[src/design/assert_macros.svh]
// Assertion helpers shared by the RTL files. Each macro expects signals named
// clock and reset in the module that uses it.
`ifndef ASSERT_MACROS_SVH
`define ASSERT_MACROS_SVH

// Consequent must hold in the same cycle as the antecedent.
`define LTM_ASSERT_IMP(label, ante, cons, msg) \
   label: assert property (@(posedge clock) disable iff (reset) (ante) |-> (cons)) \
      else $error(msg);

// Consequent must hold in the cycle after the antecedent.
`define LTM_ASSERT_NEXT(label, ante, cons, msg) \
   label: assert property (@(posedge clock) disable iff (reset) (ante) |=> (cons)) \
      else $error(msg);

`endif

[src/design/ltm_pkg.sv]
package ltm_pkg;

   localparam int COUNTER_WIDTH_DEFAULT = 64;
   localparam int TIME_WIDTH_DEFAULT    = 32;

   // Peaks and full-scale registers are always 64 bits wide.
   localparam int PEAK_WIDTH     = 64;
   localparam int CSR_DATA_WIDTH = 64;
   localparam int CSR_INDEX_WIDTH = 2;

   localparam int SHARE_WIDTH = 7;
   localparam logic [SHARE_WIDTH-1:0] SHARE_FULL = 7'd100;

   // Register indexes of the configuration port.
   localparam logic [CSR_INDEX_WIDTH-1:0] CSR_AUTO_PEAK      = 2'd0;
   localparam logic [CSR_INDEX_WIDTH-1:0] CSR_IN_FULL_SCALE  = 2'd1;
   localparam logic [CSR_INDEX_WIDTH-1:0] CSR_OUT_FULL_SCALE = 2'd2;

   // Control from the top level to one direction unit.
   typedef struct packed {
      logic                  start;
      logic                  auto_peak;
      logic                  peak_load;
      logic [PEAK_WIDTH-1:0] peak_value;
   } ltm_ctl_type;

   // Status from one direction unit back to the top level.
   typedef struct packed {
      logic                   busy;
      logic [SHARE_WIDTH-1:0] share;
   } ltm_stat_type;

endpackage

[src/design/ltm_dir.sv]
`include "assert_macros.svh"

// One traffic direction: counter delta, bit-serial division by the elapsed
// time, peak tracking and a bit-serial percentage of the peak.
module ltm_dir #(
   parameter int CNT_W = ltm_pkg::COUNTER_WIDTH_DEFAULT,
   parameter int TIM_W = ltm_pkg::TIME_WIDTH_DEFAULT
) (
   input  logic                             clock,
   input  logic                             reset,
   input  ltm_pkg::ltm_ctl_type             ctl,
   input  logic [CNT_W-1:0]                 total,
   input  logic [TIM_W-1:0]                 elapsed,
   output ltm_pkg::ltm_stat_type            stat,
   output logic [CNT_W-1:0]                 rate,
   output logic [ltm_pkg::PEAK_WIDTH-1:0]   peak
);
   import ltm_pkg::*;

   localparam int NUM_W  = CNT_W + SHARE_WIDTH;
   localparam int STEP_W = $clog2(NUM_W);

   typedef enum logic [2:0] {
      ST_IDLE,
      ST_DIV,
      ST_PEAK,
      ST_CHECK,
      ST_SHARE
   } state_type;

   state_type               state_ff;
   logic [CNT_W-1:0]        prev_ff;
   logic [CNT_W-1:0]        rate_ff;
   logic [PEAK_WIDTH-1:0]   peak_ff;
   logic [SHARE_WIDTH-1:0]  share_ff;
   logic [CNT_W-1:0]        quo_ff;
   logic [TIM_W-1:0]        divisor_ff;
   logic [TIM_W-1:0]        rem_ff;
   logic [NUM_W-1:0]        num_ff;
   logic [PEAK_WIDTH-1:0]   prem_ff;
   logic [STEP_W-1:0]       step_ff;

   logic [TIM_W:0]          div_trial;
   logic                    div_fit;
   logic [TIM_W:0]          div_rem;
   logic [CNT_W-1:0]        quo_in;
   logic [PEAK_WIDTH:0]     share_trial;
   logic                    share_fit;
   logic [PEAK_WIDTH:0]     share_rem;
   logic [NUM_W-1:0]        num_in;
   logic [PEAK_WIDTH-1:0]   quo_ext;
   logic [PEAK_WIDTH-1:0]   rate_ext;
   logic [NUM_W-1:0]        rate_wide;
   logic [NUM_W-1:0]        rate_x100;

   // Restoring division of the counter delta by the elapsed seconds,
   // one quotient bit per cycle.
   assign div_trial = {rem_ff, quo_ff[CNT_W-1]};
   assign div_fit   = div_trial >= {1'b0, divisor_ff};
   assign div_rem   = div_fit ? (div_trial - {1'b0, divisor_ff}) : div_trial;
   assign quo_in    = {quo_ff[CNT_W-2:0], div_fit};

   // Restoring division of 100 * rate by the peak, one bit per cycle.
   assign share_trial = {prem_ff, num_ff[NUM_W-1]};
   assign share_fit   = share_trial >= {1'b0, peak_ff};
   assign share_rem   = share_fit ? (share_trial - {1'b0, peak_ff}) : share_trial;
   assign num_in      = {num_ff[NUM_W-2:0], share_fit};

   assign quo_ext   = PEAK_WIDTH'(quo_ff);
   assign rate_ext  = PEAK_WIDTH'(rate_ff);
   assign rate_wide = NUM_W'(rate_ff);
   assign rate_x100 = (rate_wide << 6) + (rate_wide << 5) + (rate_wide << 2);

   always_ff @(posedge clock) begin
      if (reset) begin
         state_ff <= ST_IDLE;
         prev_ff  <= '0;
         rate_ff  <= '0;
         peak_ff  <= '0;
         share_ff <= '0;
      end else begin
         unique case (state_ff)
            ST_IDLE: begin
               if (ctl.peak_load) begin
                  peak_ff <= ctl.peak_value;
               end
               if (ctl.start) begin
                  prev_ff <= total;
                  // The first nonzero total is only recorded.
                  if (prev_ff != '0) begin
                     quo_ff     <= total - prev_ff;
                     divisor_ff <= elapsed;
                     rem_ff     <= '0;
                     step_ff    <= STEP_W'(CNT_W - 1);
                     state_ff   <= ST_DIV;
                  end
               end
            end
            ST_DIV: begin
               quo_ff  <= quo_in;
               rem_ff  <= div_rem[TIM_W-1:0];
               step_ff <= step_ff - 1'b1;
               if (step_ff == '0) begin
                  state_ff <= ST_PEAK;
               end
            end
            ST_PEAK: begin
               rate_ff <= quo_ff;
               if (ctl.auto_peak && (quo_ext > peak_ff)) begin
                  peak_ff <= quo_ext;
               end
               state_ff <= ST_CHECK;
            end
            ST_CHECK: begin
               priority if (peak_ff == '0) begin
                  share_ff <= '0;
                  state_ff <= ST_IDLE;
               end else if (rate_ext >= peak_ff) begin
                  share_ff <= SHARE_FULL;
                  state_ff <= ST_IDLE;
               end else begin
                  num_ff   <= rate_x100;
                  prem_ff  <= '0;
                  step_ff  <= STEP_W'(NUM_W - 1);
                  state_ff <= ST_SHARE;
               end
            end
            ST_SHARE: begin
               num_ff  <= num_in;
               prem_ff <= share_rem[PEAK_WIDTH-1:0];
               step_ff <= step_ff - 1'b1;
               if (step_ff == '0) begin
                  share_ff <= num_in[SHARE_WIDTH-1:0];
                  state_ff <= ST_IDLE;
               end
            end
            default: begin
               state_ff <= ST_IDLE;
            end
         endcase
      end
   end

   assign stat.busy  = (state_ff != ST_IDLE);
   assign stat.share = share_ff;
   assign rate       = rate_ff;
   assign peak       = peak_ff;

   `LTM_ASSERT_IMP(a_div_rem_below_divisor, (state_ff == ST_DIV) && (divisor_ff != '0), rem_ff < divisor_ff, "division remainder reached the divisor")
   `LTM_ASSERT_IMP(a_share_rem_below_peak, state_ff == ST_SHARE, prem_ff < peak_ff, "share remainder reached the peak")
   `LTM_ASSERT_NEXT(a_share_below_full, (state_ff == ST_SHARE) && (step_ff == '0), share_ff < SHARE_FULL, "computed share not below full scale")

endmodule

[src/design/link_throughput_meter_unit.sv]
`include "assert_macros.svh"

// Link throughput meter. Each request transaction carries a sample time in
// whole seconds and the cumulative received and sent byte counters; each one
// produces exactly one response transaction with the updated flag, the
// current rate, percentage of peak and peak for both directions. A sample
// that is not at least one second newer than the last recorded time changes
// nothing and answers with updated low; the very first sample only records
// the time, and the first nonzero counter of each direction is only stored.
// Both directions are computed in parallel by bit-serial restoring dividers,
// one quotient bit per cycle for the division by the elapsed time and, when
// the rate is below a nonzero peak, COUNTER_WIDTH + 7 bits for the percentage
// division; a non-updating sample goes straight to the response. The block
// takes one sample at a time, and a new request transaction may be accepted
// while the previous response still waits on the response channel. Writing
// in_full_scale or out_full_scale also loads that direction's peak, but only
// while that unit is idle; the user must write configuration only while no
// transaction is in flight, which the block itself does not enforce.
module link_throughput_meter_unit #(
   parameter int COUNTER_WIDTH = ltm_pkg::COUNTER_WIDTH_DEFAULT,
   parameter int TIME_WIDTH    = ltm_pkg::TIME_WIDTH_DEFAULT
) (
   input  logic                                 clock,
   input  logic                                 reset,

   input  logic                                 req_valid,
   output logic                                 req_stall,
   input  logic [TIME_WIDTH-1:0]                req_now_seconds,
   input  logic [COUNTER_WIDTH-1:0]             req_total_received,
   input  logic [COUNTER_WIDTH-1:0]             req_total_sent,

   output logic                                 rsp_valid,
   input  logic                                 rsp_stall,
   output logic                                 rsp_updated,
   output logic [COUNTER_WIDTH-1:0]             rsp_receive_rate,
   output logic [ltm_pkg::SHARE_WIDTH-1:0]      rsp_receive_percent,
   output logic [ltm_pkg::PEAK_WIDTH-1:0]       rsp_receive_peak,
   output logic [COUNTER_WIDTH-1:0]             rsp_send_rate,
   output logic [ltm_pkg::SHARE_WIDTH-1:0]      rsp_send_percent,
   output logic [ltm_pkg::PEAK_WIDTH-1:0]       rsp_send_peak,

   input  logic                                 csr_we,
   input  logic [ltm_pkg::CSR_INDEX_WIDTH-1:0]  csr_index,
   input  logic [ltm_pkg::CSR_DATA_WIDTH-1:0]   csr_wdata
);
   import ltm_pkg::*;

   // IDLE takes a request, RUN waits for both direction units, PUSH hands the
   // result to the response register as soon as that register is free.
   typedef enum logic [1:0] {
      T_IDLE,
      T_RUN,
      T_PUSH
   } state_type;

   state_type                 state_ff;
   logic [TIME_WIDTH-1:0]     last_ff;
   logic                      auto_peak_ff;
   logic                      upd_ff;
   logic                      rsp_valid_ff;
   logic                      rsp_updated_ff;
   logic [COUNTER_WIDTH-1:0]  rsp_rx_rate_ff;
   logic [SHARE_WIDTH-1:0]    rsp_rx_share_ff;
   logic [PEAK_WIDTH-1:0]     rsp_rx_peak_ff;
   logic [COUNTER_WIDTH-1:0]  rsp_tx_rate_ff;
   logic [SHARE_WIDTH-1:0]    rsp_tx_share_ff;
   logic [PEAK_WIDTH-1:0]     rsp_tx_peak_ff;

   logic                      accept;
   logic [TIME_WIDTH-1:0]     last_eff;
   logic                      upd_now;
   logic [TIME_WIDTH-1:0]     elapsed_now;

   ltm_ctl_type               rx_ctl;
   ltm_ctl_type               tx_ctl;
   ltm_stat_type              rx_stat;
   ltm_stat_type              tx_stat;
   logic [COUNTER_WIDTH-1:0]  rx_rate;
   logic [COUNTER_WIDTH-1:0]  tx_rate;
   logic [PEAK_WIDTH-1:0]     rx_peak;
   logic [PEAK_WIDTH-1:0]     tx_peak;

   assign req_stall = (state_ff != T_IDLE);
   assign accept    = req_valid && !req_stall;

   // A stored time of zero means no sample has been seen yet; the incoming
   // time then stands in for it, which makes the elapsed time zero.
   assign last_eff    = (last_ff == '0) ? req_now_seconds : last_ff;
   assign upd_now     = (req_now_seconds > last_eff);
   assign elapsed_now = req_now_seconds - last_eff;

   assign rx_ctl.start      = accept && upd_now;
   assign rx_ctl.auto_peak  = auto_peak_ff;
   assign rx_ctl.peak_load  = csr_we && (csr_index == CSR_IN_FULL_SCALE);
   assign rx_ctl.peak_value = csr_wdata;

   assign tx_ctl.start      = accept && upd_now;
   assign tx_ctl.auto_peak  = auto_peak_ff;
   assign tx_ctl.peak_load  = csr_we && (csr_index == CSR_OUT_FULL_SCALE);
   assign tx_ctl.peak_value = csr_wdata;

   ltm_dir #(
      .CNT_W (COUNTER_WIDTH),
      .TIM_W (TIME_WIDTH)
   ) u_rx (
      .clock   (clock),
      .reset   (reset),
      .ctl     (rx_ctl),
      .total   (req_total_received),
      .elapsed (elapsed_now),
      .stat    (rx_stat),
      .rate    (rx_rate),
      .peak    (rx_peak)
   );

   ltm_dir #(
      .CNT_W (COUNTER_WIDTH),
      .TIM_W (TIME_WIDTH)
   ) u_tx (
      .clock   (clock),
      .reset   (reset),
      .ctl     (tx_ctl),
      .total   (req_total_sent),
      .elapsed (elapsed_now),
      .stat    (tx_stat),
      .rate    (tx_rate),
      .peak    (tx_peak)
   );

   always_ff @(posedge clock) begin
      if (reset) begin
         state_ff     <= T_IDLE;
         last_ff      <= '0;
         auto_peak_ff <= 1'b1;
         rsp_valid_ff <= 1'b0;
      end else begin
         if (csr_we && (csr_index == CSR_AUTO_PEAK)) begin
            auto_peak_ff <= csr_wdata[0];
         end

         // The response transaction completes. In the push state the register
         // is refilled below in the same cycle instead.
         if (rsp_valid_ff && !rsp_stall && (state_ff != T_PUSH)) begin
            rsp_valid_ff <= 1'b0;
         end

         unique case (state_ff)
            T_IDLE: begin
               if (accept) begin
                  if ((last_ff == '0) || upd_now) begin
                     last_ff <= req_now_seconds;
                  end
                  upd_ff   <= upd_now;
                  state_ff <= upd_now ? T_RUN : T_PUSH;
               end
            end
            T_RUN: begin
               if (!rx_stat.busy && !tx_stat.busy) begin
                  state_ff <= T_PUSH;
               end
            end
            T_PUSH: begin
               if (!rsp_valid_ff || !rsp_stall) begin
                  rsp_valid_ff    <= 1'b1;
                  rsp_updated_ff  <= upd_ff;
                  rsp_rx_rate_ff  <= rx_rate;
                  rsp_rx_share_ff <= rx_stat.share;
                  rsp_rx_peak_ff  <= rx_peak;
                  rsp_tx_rate_ff  <= tx_rate;
                  rsp_tx_share_ff <= tx_stat.share;
                  rsp_tx_peak_ff  <= tx_peak;
                  state_ff        <= T_IDLE;
               end
            end
            default: begin
               state_ff <= T_IDLE;
            end
         endcase
      end
   end

   assign rsp_valid           = rsp_valid_ff;
   assign rsp_updated         = rsp_updated_ff;
   assign rsp_receive_rate    = rsp_rx_rate_ff;
   assign rsp_receive_percent = rsp_rx_share_ff;
   assign rsp_receive_peak    = rsp_rx_peak_ff;
   assign rsp_send_rate       = rsp_tx_rate_ff;
   assign rsp_send_percent    = rsp_tx_share_ff;
   assign rsp_send_peak       = rsp_tx_peak_ff;

   `LTM_ASSERT_NEXT(a_accept_leaves_idle, accept, state_ff != T_IDLE, "accepted transaction left the controller idle")
   `LTM_ASSERT_IMP(a_push_units_idle, state_ff == T_PUSH, !rx_stat.busy && !tx_stat.busy, "result pushed while a direction unit is busy")
   `LTM_ASSERT_IMP(a_percent_in_range, rsp_valid_ff, (rsp_rx_share_ff <= SHARE_FULL) && (rsp_tx_share_ff <= SHARE_FULL), "response percentage above full scale")

endmodule
[config.mk]
export PLATFORM = sky130hd
export DESIGN_NAME = link_throughput_meter_unit
export DESIGN_NICKNAME = d
export VERILOG_FILES = /design/src/design/ltm_pkg.sv /design/src/design/ltm_dir.sv /design/src/design/link_throughput_meter_unit.sv
export VERILOG_INCLUDE_DIRS = /design/src /design/src/design
export SDC_FILE = /design/constraint.sdc
export NUM_CORES = 2
export LEC_CHECK = 0
export ABC_CLOCK_PERIOD_IN_PS = 31600
export BUFFER_PORTS_ARGS = -buffer_cell sky130_fd_sc_hd__buf_2
export CAP_MARGIN = 15
export CORE_AREA = 2 2 367 369
export DETAILED_ROUTE_END_ITERATION = 8
export DIE_AREA = 0 0 369 371
export GPL_TIMING_DRIVEN = 0
export PLACE_DENSITY = 0.88
export SLEW_MARGIN = 30
export SYNTH_ARGS = -nofsm -noshare
export SYNTH_HDL_FRONTEND = slang
export SYNTH_SLANG_ARGS = --single-unit
[constraint.sdc]
create_clock -name clock -period 31.6 [get_ports clock]
set_clock_uncertainty 0.1 [all_clocks]
set_input_delay 6.32 -clock clock [delete_from_list [all_inputs] [get_ports clock]]
set_output_delay 6.32 -clock clock [all_outputs]
set_load 0.1 [all_outputs]
# == Word-level counts from Yosys, hierarchy flattened ==
# Cells that the tools add are included.
# classes
n_addsub,13
magnitude_cmp,9
n_eq_ne,34
muxes,75
n_bitwise,1
n_reduce_logical,61
# op_table
op,n
$mux 64,14
$pmux 64 s2,6
$mux 71,4
$pmux 71 s2,2
$sub 64x64->64,4
$mux 32,7
$add 70x69->71,2
$add 71x66->71,2
$ge 65x64->1,2
$ge 64x64->1,2
$gt 64x64->1,2
$logic_not 64->1,2
$pmux 32 s2,2
$reduce_bool 64->1,2
$mux 7,14
$sub 32x32->32,3
$ge 33x32->1,2
$pmux 7 s3,2
$mux 3,12
$gt 32x32->1,1
$logic_not 32->1,1
$reduce_and 4->1,8
$pmux 3 s5,2
$pmux 7 s2,2
25 further kinds,93
# totals
regBits,1252
output_inout_bits,273

# == Logic depth before layout (Yosys ltp) ==
# depth
word_depth,6
mapped_depth,21
ltp_nobuf,19

# == Modules after synthesis ==
# From an unflattened synthesis, not the netlist that was laid out.
# hier_totals
hier_cells,9164
area_unflattened_um2,83545.1
# modules_own_cells
mod,instances,cells_each,area_each_um2,seq_area_each_um2
ltm_dir at u_tx,1,4278,36172.2,12151.7
ltm_dir at u_rx,1,4182,35811.8,12151.7
link_throughput_meter_unit,1,704,11561.1,8888.5

# == Worst setup path before layout ==
# No wires, ideal clock.
# synth_timing
path_kind,input to register
startpoint,input port reset
endpoint,"register rsp_rx_peak_ff[0], in the netlist rsp_receive_peak[0], enable pin"
arrival_ns,26.332
slack_ns,3.877
path_stages,3
n_path_buf,2
path_cell_list,clkbuf_1 clkbuf_1 nor3b_1
# synth_via
elab_chain_cells,2
# synth_lines
item,line_no,text
from (decl),link_throughput_meter_unit.sv:24,"input logic reset,"
$not 1->1 (no source line),n/a,
$reduce_and 3->1 (no source line),n/a,
to (signal assigned),link_throughput_meter_unit.sv:168,rsp_rx_peak_ff <= rx_peak;
to (decl),link_throughput_meter_unit.sv:64,logic [PEAK_WIDTH-1:0] rsp_rx_peak_ff;
# No other way between the ends.
# A chain may end at the register's enable or synchronous reset.

# == Worst setup path in the final report ==
# layout_timing
startpoint,input port req_now_seconds[0]
endpoint,"register u_tx.quo_ff[21], in the netlist u_tx.quo_ext[21], enable pin"
# layout_via
elab_chain_cells,5
# layout_lines
item,line_no,text
from (decl),link_throughput_meter_unit.sv:28,"input logic [TIME_WIDTH-1:0] req_now_seconds,"
$mux 32,link_throughput_meter_unit.sv:88,assign last_eff = (last_ff == '0) ? req_now_seconds : last_ff;
$gt 32x32->1 *,link_throughput_meter_unit.sv:89,assign upd_now = (req_now_seconds > last_eff);
$logic_and 1x1->1 *,link_throughput_meter_unit.sv:97,assign tx_ctl.start = accept && upd_now;
$ne 2x2->1 (no source line) *,n/a,
$reduce_and 4->1 (no source line) *,n/a,
to (signal assigned),ltm_dir.sv:91,quo_ff <= total - prev_ff;
to (signal assigned),ltm_dir.sv:100,quo_ff <= quo_in;
to (decl),ltm_dir.sv:36,logic [CNT_W-1:0] quo_ff;
# Mark *: on every way between the ends. The rest lies on a longest branch, timed or not.

==> results list <==
- Clock tree from TritonCTS: built
* Highest Clock Rate: 94.4 MHz
- Setup crit start kind: primary input
- Portion of the post-synthesis area used by sequential elements: 0.405
- Crit path time final: about 11 ns
- Setup violations remaining at the end of the flow were counted as 0.
- # IOs: 504
- The analysis attributes to cell leakage a power of ~39 nW.
- After detailed routing, the total wire length is 304000 microns.
- CTS-repair resized insts: 0
- Internal power comes to 3.42 mW.
- Part of the cycle the worst path needs: 0.335
- Final net count: 10600
- Main synth FF type: sky130_fd_sc_hd__edfxtp_1
* Post-detailed-route wirelength per cell: ~27 microns
- Yosys Warn Count: 0
* Inst Count DP: 11100
* Total number of clock tree sinks: 1252
- Number of standard cells in the layout, taps in and fillers out: roughly 11000
- After detailed routing, the wire length on met1 is 118000 microns.
- Final global-route overflow total: 0
- Die Span Y: 371 microns
* Cells after Synth: 8803
- The tree is rooted in a sky130_fd_sc_hd__clkbuf_16.
- Cell area after technology mapping: slightly above 0.08 sq mm
* Antenna-violating nets left: 0
- The final hold violation count came to 0.
- Clock tree synthesis inserted a total of 142 buffers.
* Detailed-placement wirelength estimate: 243000 microns
- Max-slew violation count: 0
- Share of power burned in registers: 0.394
- Met2 Routed Length: ~120000 microns
* Result of the run: finished clean
- Across all hold checks on the routed design, the worst slack comes to ~0.34 ns.
- Post-Synthesis Net Count: 9909
- Layout overhead on the synthesized area: 13.2%
* PwrDens: 55.8 mW/mm^2
- STA classifies the critical path endpoint as a flop.
- After detailed routing, the number of vias per cell comes to 6.54.
- In the detailed route, the total length drawn on met3 is 44900 microns.
* Net switching component of the power: 1.76 mW
* Total via count after detailed routing: 74800
- Clock power frac: 0.346
* Max Cap Violations: 0
- At the pin with the least slew margin, the transition time is about 1.2 ns.
* Vias in the first global route: 70000
- Distinct cell type count of the synthesized netlist: ~90
- Max FO, Critical Path: 24
* Number of DRC violations after detailed-routing iteration 0: between 9000 and 10000
- Total global-route track usage: 0.432
* RePlAce Congestion: 1.06
- STA puts the critical path data required time at 31.99 ns.
* Power share of the combinational group: 0.260
* Wire length of the first global-routing pass: 442000 microns
- For the final routed database, the setup TNS stands at 0 ns.
- Area of the core region: 0.133 sq mm
* DRC violation count after routing: 0
- Entering global routing, the biggest net connects 25 pins.
- Number of buffers added for setup after CTS: 0
- Uppermost signal routing layer after detailed routing: met5
- The initialized floorplan defines between 100 and 150 standard-cell rows.
- From left edge to right edge, the die measures 369 microns.
- The number of antenna violations at the first check in global routing was 39.
* Area of the die: around 0.14 sq mm
* Post-Syn Area per Cell: between 9 and 10 sq um
- Worst-skew pair later-pin latency: roughly 0.8 ns
- In this run, synthesis produced a sequential element count of 1252.
- Count of flip-flops with a built-in enable after synthesis: 812
- Clock-pin slew was measured on the worst setup and hold paths at 0.06 ns.
* Max Root-Sink Buffers: 3
* Type of the most critical hold path: reg -> reg
- Setup Crit Path Kind: in -> reg
- CTS H-tree lvls: 4
- Number of search-and-repair iterations in the first detailed-routing pass: 6
* RSZ-0062 raised after global routing: false
- Of the total power, the share spent switching nets is 0.340.
* Cts hold-fix bufs: 0
- For the worst setup path, the data arrival time is between 10 and 15 ns.
* Count of input and output buffers: between 500 and 600
* Layout cells sized above 1: 0.0968
* Async set or reset register ratio after synthesis: 0
- Worst IR Drop VDD: 0.0527 mV
- Headroom to the max-slew limit came out at 0.230.
* Initial standard-cell utilization of the core: 0.618
==> layer usage <==
metal / global-route usage / vias up
met2: 0.613 / 4612
met1: 0.585 / 35800
met4: 0.214 / 26
met5: 0 / -
li1: - / 33500
met3: 0.152 / 848
==> cells by family after synthesis <==
kind of cell	after synthesis	share of synthesized area
simple gates	2725	0.148
compound gates	2426	0.186
flops	1252	0.405
mux	222	0.0271
xor+xnor	438	0.0468
fa+ha+maj	875	0.145
buf+inv	865	0.0415
==> per-stage QoR <==
stage,cell area (sq um),setup WS [ns],util,power [mW]
global route,92800,20.91,0.699,5.34
floorplan,82000,3.88,-,2.93
CTS,92800,21.15,0.699,5.12
finish,92800,21.01,0.699,5.18
detailed placement,87800,20.31,0.661,3.35
global placement,86800,-5.55,0.653,3.33
==> area by class of cell <==
class / instances / area [sq um]
fillers: 10200 / 39900
flip-flops and latches: 1252 / 33200
well taps: 1768 / 2210
clock inverters: 83 / 1040
repair buffers: 574 / 3430
diodes: 23 / 57.6
plain buffers: 401 / 1680
multi-input cells: 6686 / 45600
inverters: 464 / 1740
clock buffers: 178 / 3940
==> worst paths after layout <==
check,from,to,slack (ns),cells after the start
worst max-delay path,req_now_seconds[0],u_tx.quo_ext[21],21.01,19
worst min-delay path,u_tx.share_ff[3],rsp_send_percent[3],0.34,0
worst max register to register,u_tx.peak[62],u_tx.peak[62],24.93,13
worst min register to register,u_tx.share_ff[3],rsp_send_percent[3],0.34,0
==> layout by cell type, fill, tap and decap left out, drive strengths merged, types with 377 or more instances in the layout <==
cell type | netlist | routed
a21o | 377 | 377
a21oi | 992 | 992
buf | 52 | 626
clkbuf | 349 | 527
dfxtp | 440 | 440
edfxtp | 812 | 812
ha | 746 | 746
inv | 464 | 474
nand2 | 1041 | 1041
nor2 | 856 | 856
==> critical path: stages <==
cell and delay [ns]:
sky130_fd_sc_hd__buf_2 0.11, sky130_fd_sc_hd__a21o_1 0.16, sky130_fd_sc_hd__ha_1 0.20, sky130_fd_sc_hd__inv_1 0.08, sky130_fd_sc_hd__fa_1 0.21, sky130_fd_sc_hd__a21o_1 0.12, sky130_fd_sc_hd__a21o_1 0.20, sky130_fd_sc_hd__a2111oi_4 0.11
sky130_fd_sc_hd__nor3_1 0.35, sky130_fd_sc_hd__o211ai_1 0.19, sky130_fd_sc_hd__a21oi_1 0.31, sky130_fd_sc_hd__o21bai_1 0.15, sky130_fd_sc_hd__a21oi_1 0.27, sky130_fd_sc_hd__o211ai_2 0.40, sky130_fd_sc_hd__o21ai_0 0.54, sky130_fd_sc_hd__nand2_1 0.19
sky130_fd_sc_hd__nor2_4 0.58, sky130_fd_sc_hd__buf_16 0.26, sky130_fd_sc_hd__buf_16 0.19
==> synthesized netlist by cell type, drive strengths merged, types with 12 or more instances <==
master   instances  area, sq um
nand2         1041         3920
a21oi          992         4970
nor2           856         3220
edfxtp         812        24400
ha             746         9330
inv            464         1740
dfxtp          440         8810
a21o           377         2830
o21ai          372         1860
clkbuf         349         1310
xnor2          247         2160
mux2i          222         2220
xor2           191         1670
nand4          167         1040
a311oi         137         1200
fa             129         2580
nand3          116          581
nor4           105          657
nor2b           89          557
nand2b          86          538
nor3            83          415
a211oi          82          646
o21bai          75          563
o21a            61          458
a31oi           57          357
and3            52          325
buf             52          349
o31ai           49          388
and2            31          194
o211ai          28          220
or3             22          138
or2             21          131
o22ai           20          131
o31a            18          158
a2111oi         17          168
a221oi          17          149
a41oi           14          130
nor3b           13         97.6
a221o           12          120
==> flip-flops by register name, indices dropped and copies added, names as in the netlist, 32 cells and up <==
register and count:
u_rx.peak 64, u_rx.quo_ext 64, u_tx.rate 64, rsp_send_peak 64, last_ff 32, u_tx.rem_ff 32, u_tx.divisor_ff 32, u_rx.prev_ff 64
u_rx.prem_ff 64, rsp_receive_rate 64, u_tx.num_ff 71, u_tx.prev_ff 64, u_tx.prem_ff 64, rsp_receive_peak 64, u_tx.peak 64, u_rx.rem_ff 32
u_rx.divisor_ff 32, u_rx.num_ff 71, u_tx.quo_ext 64, u_rx.rate 64, rsp_send_rate 64
==> power by group through the flow <==
stage / registers [mW] / logic, mW / clock network, mW
3_3_place_gp: 2.09 / 1.24 / 0
4_1_cts: 2.02 / 1.31 / 1.79
2_1_floorplan: 2.10 / 0.827 / 0
5_1_grt: 2.04 / 1.45 / 1.85
6_report: 2.04 / 1.34 / 1.79
3_5_place_dp: 2.05 / 1.30 / 0
(Power assumes the default switching activity.)
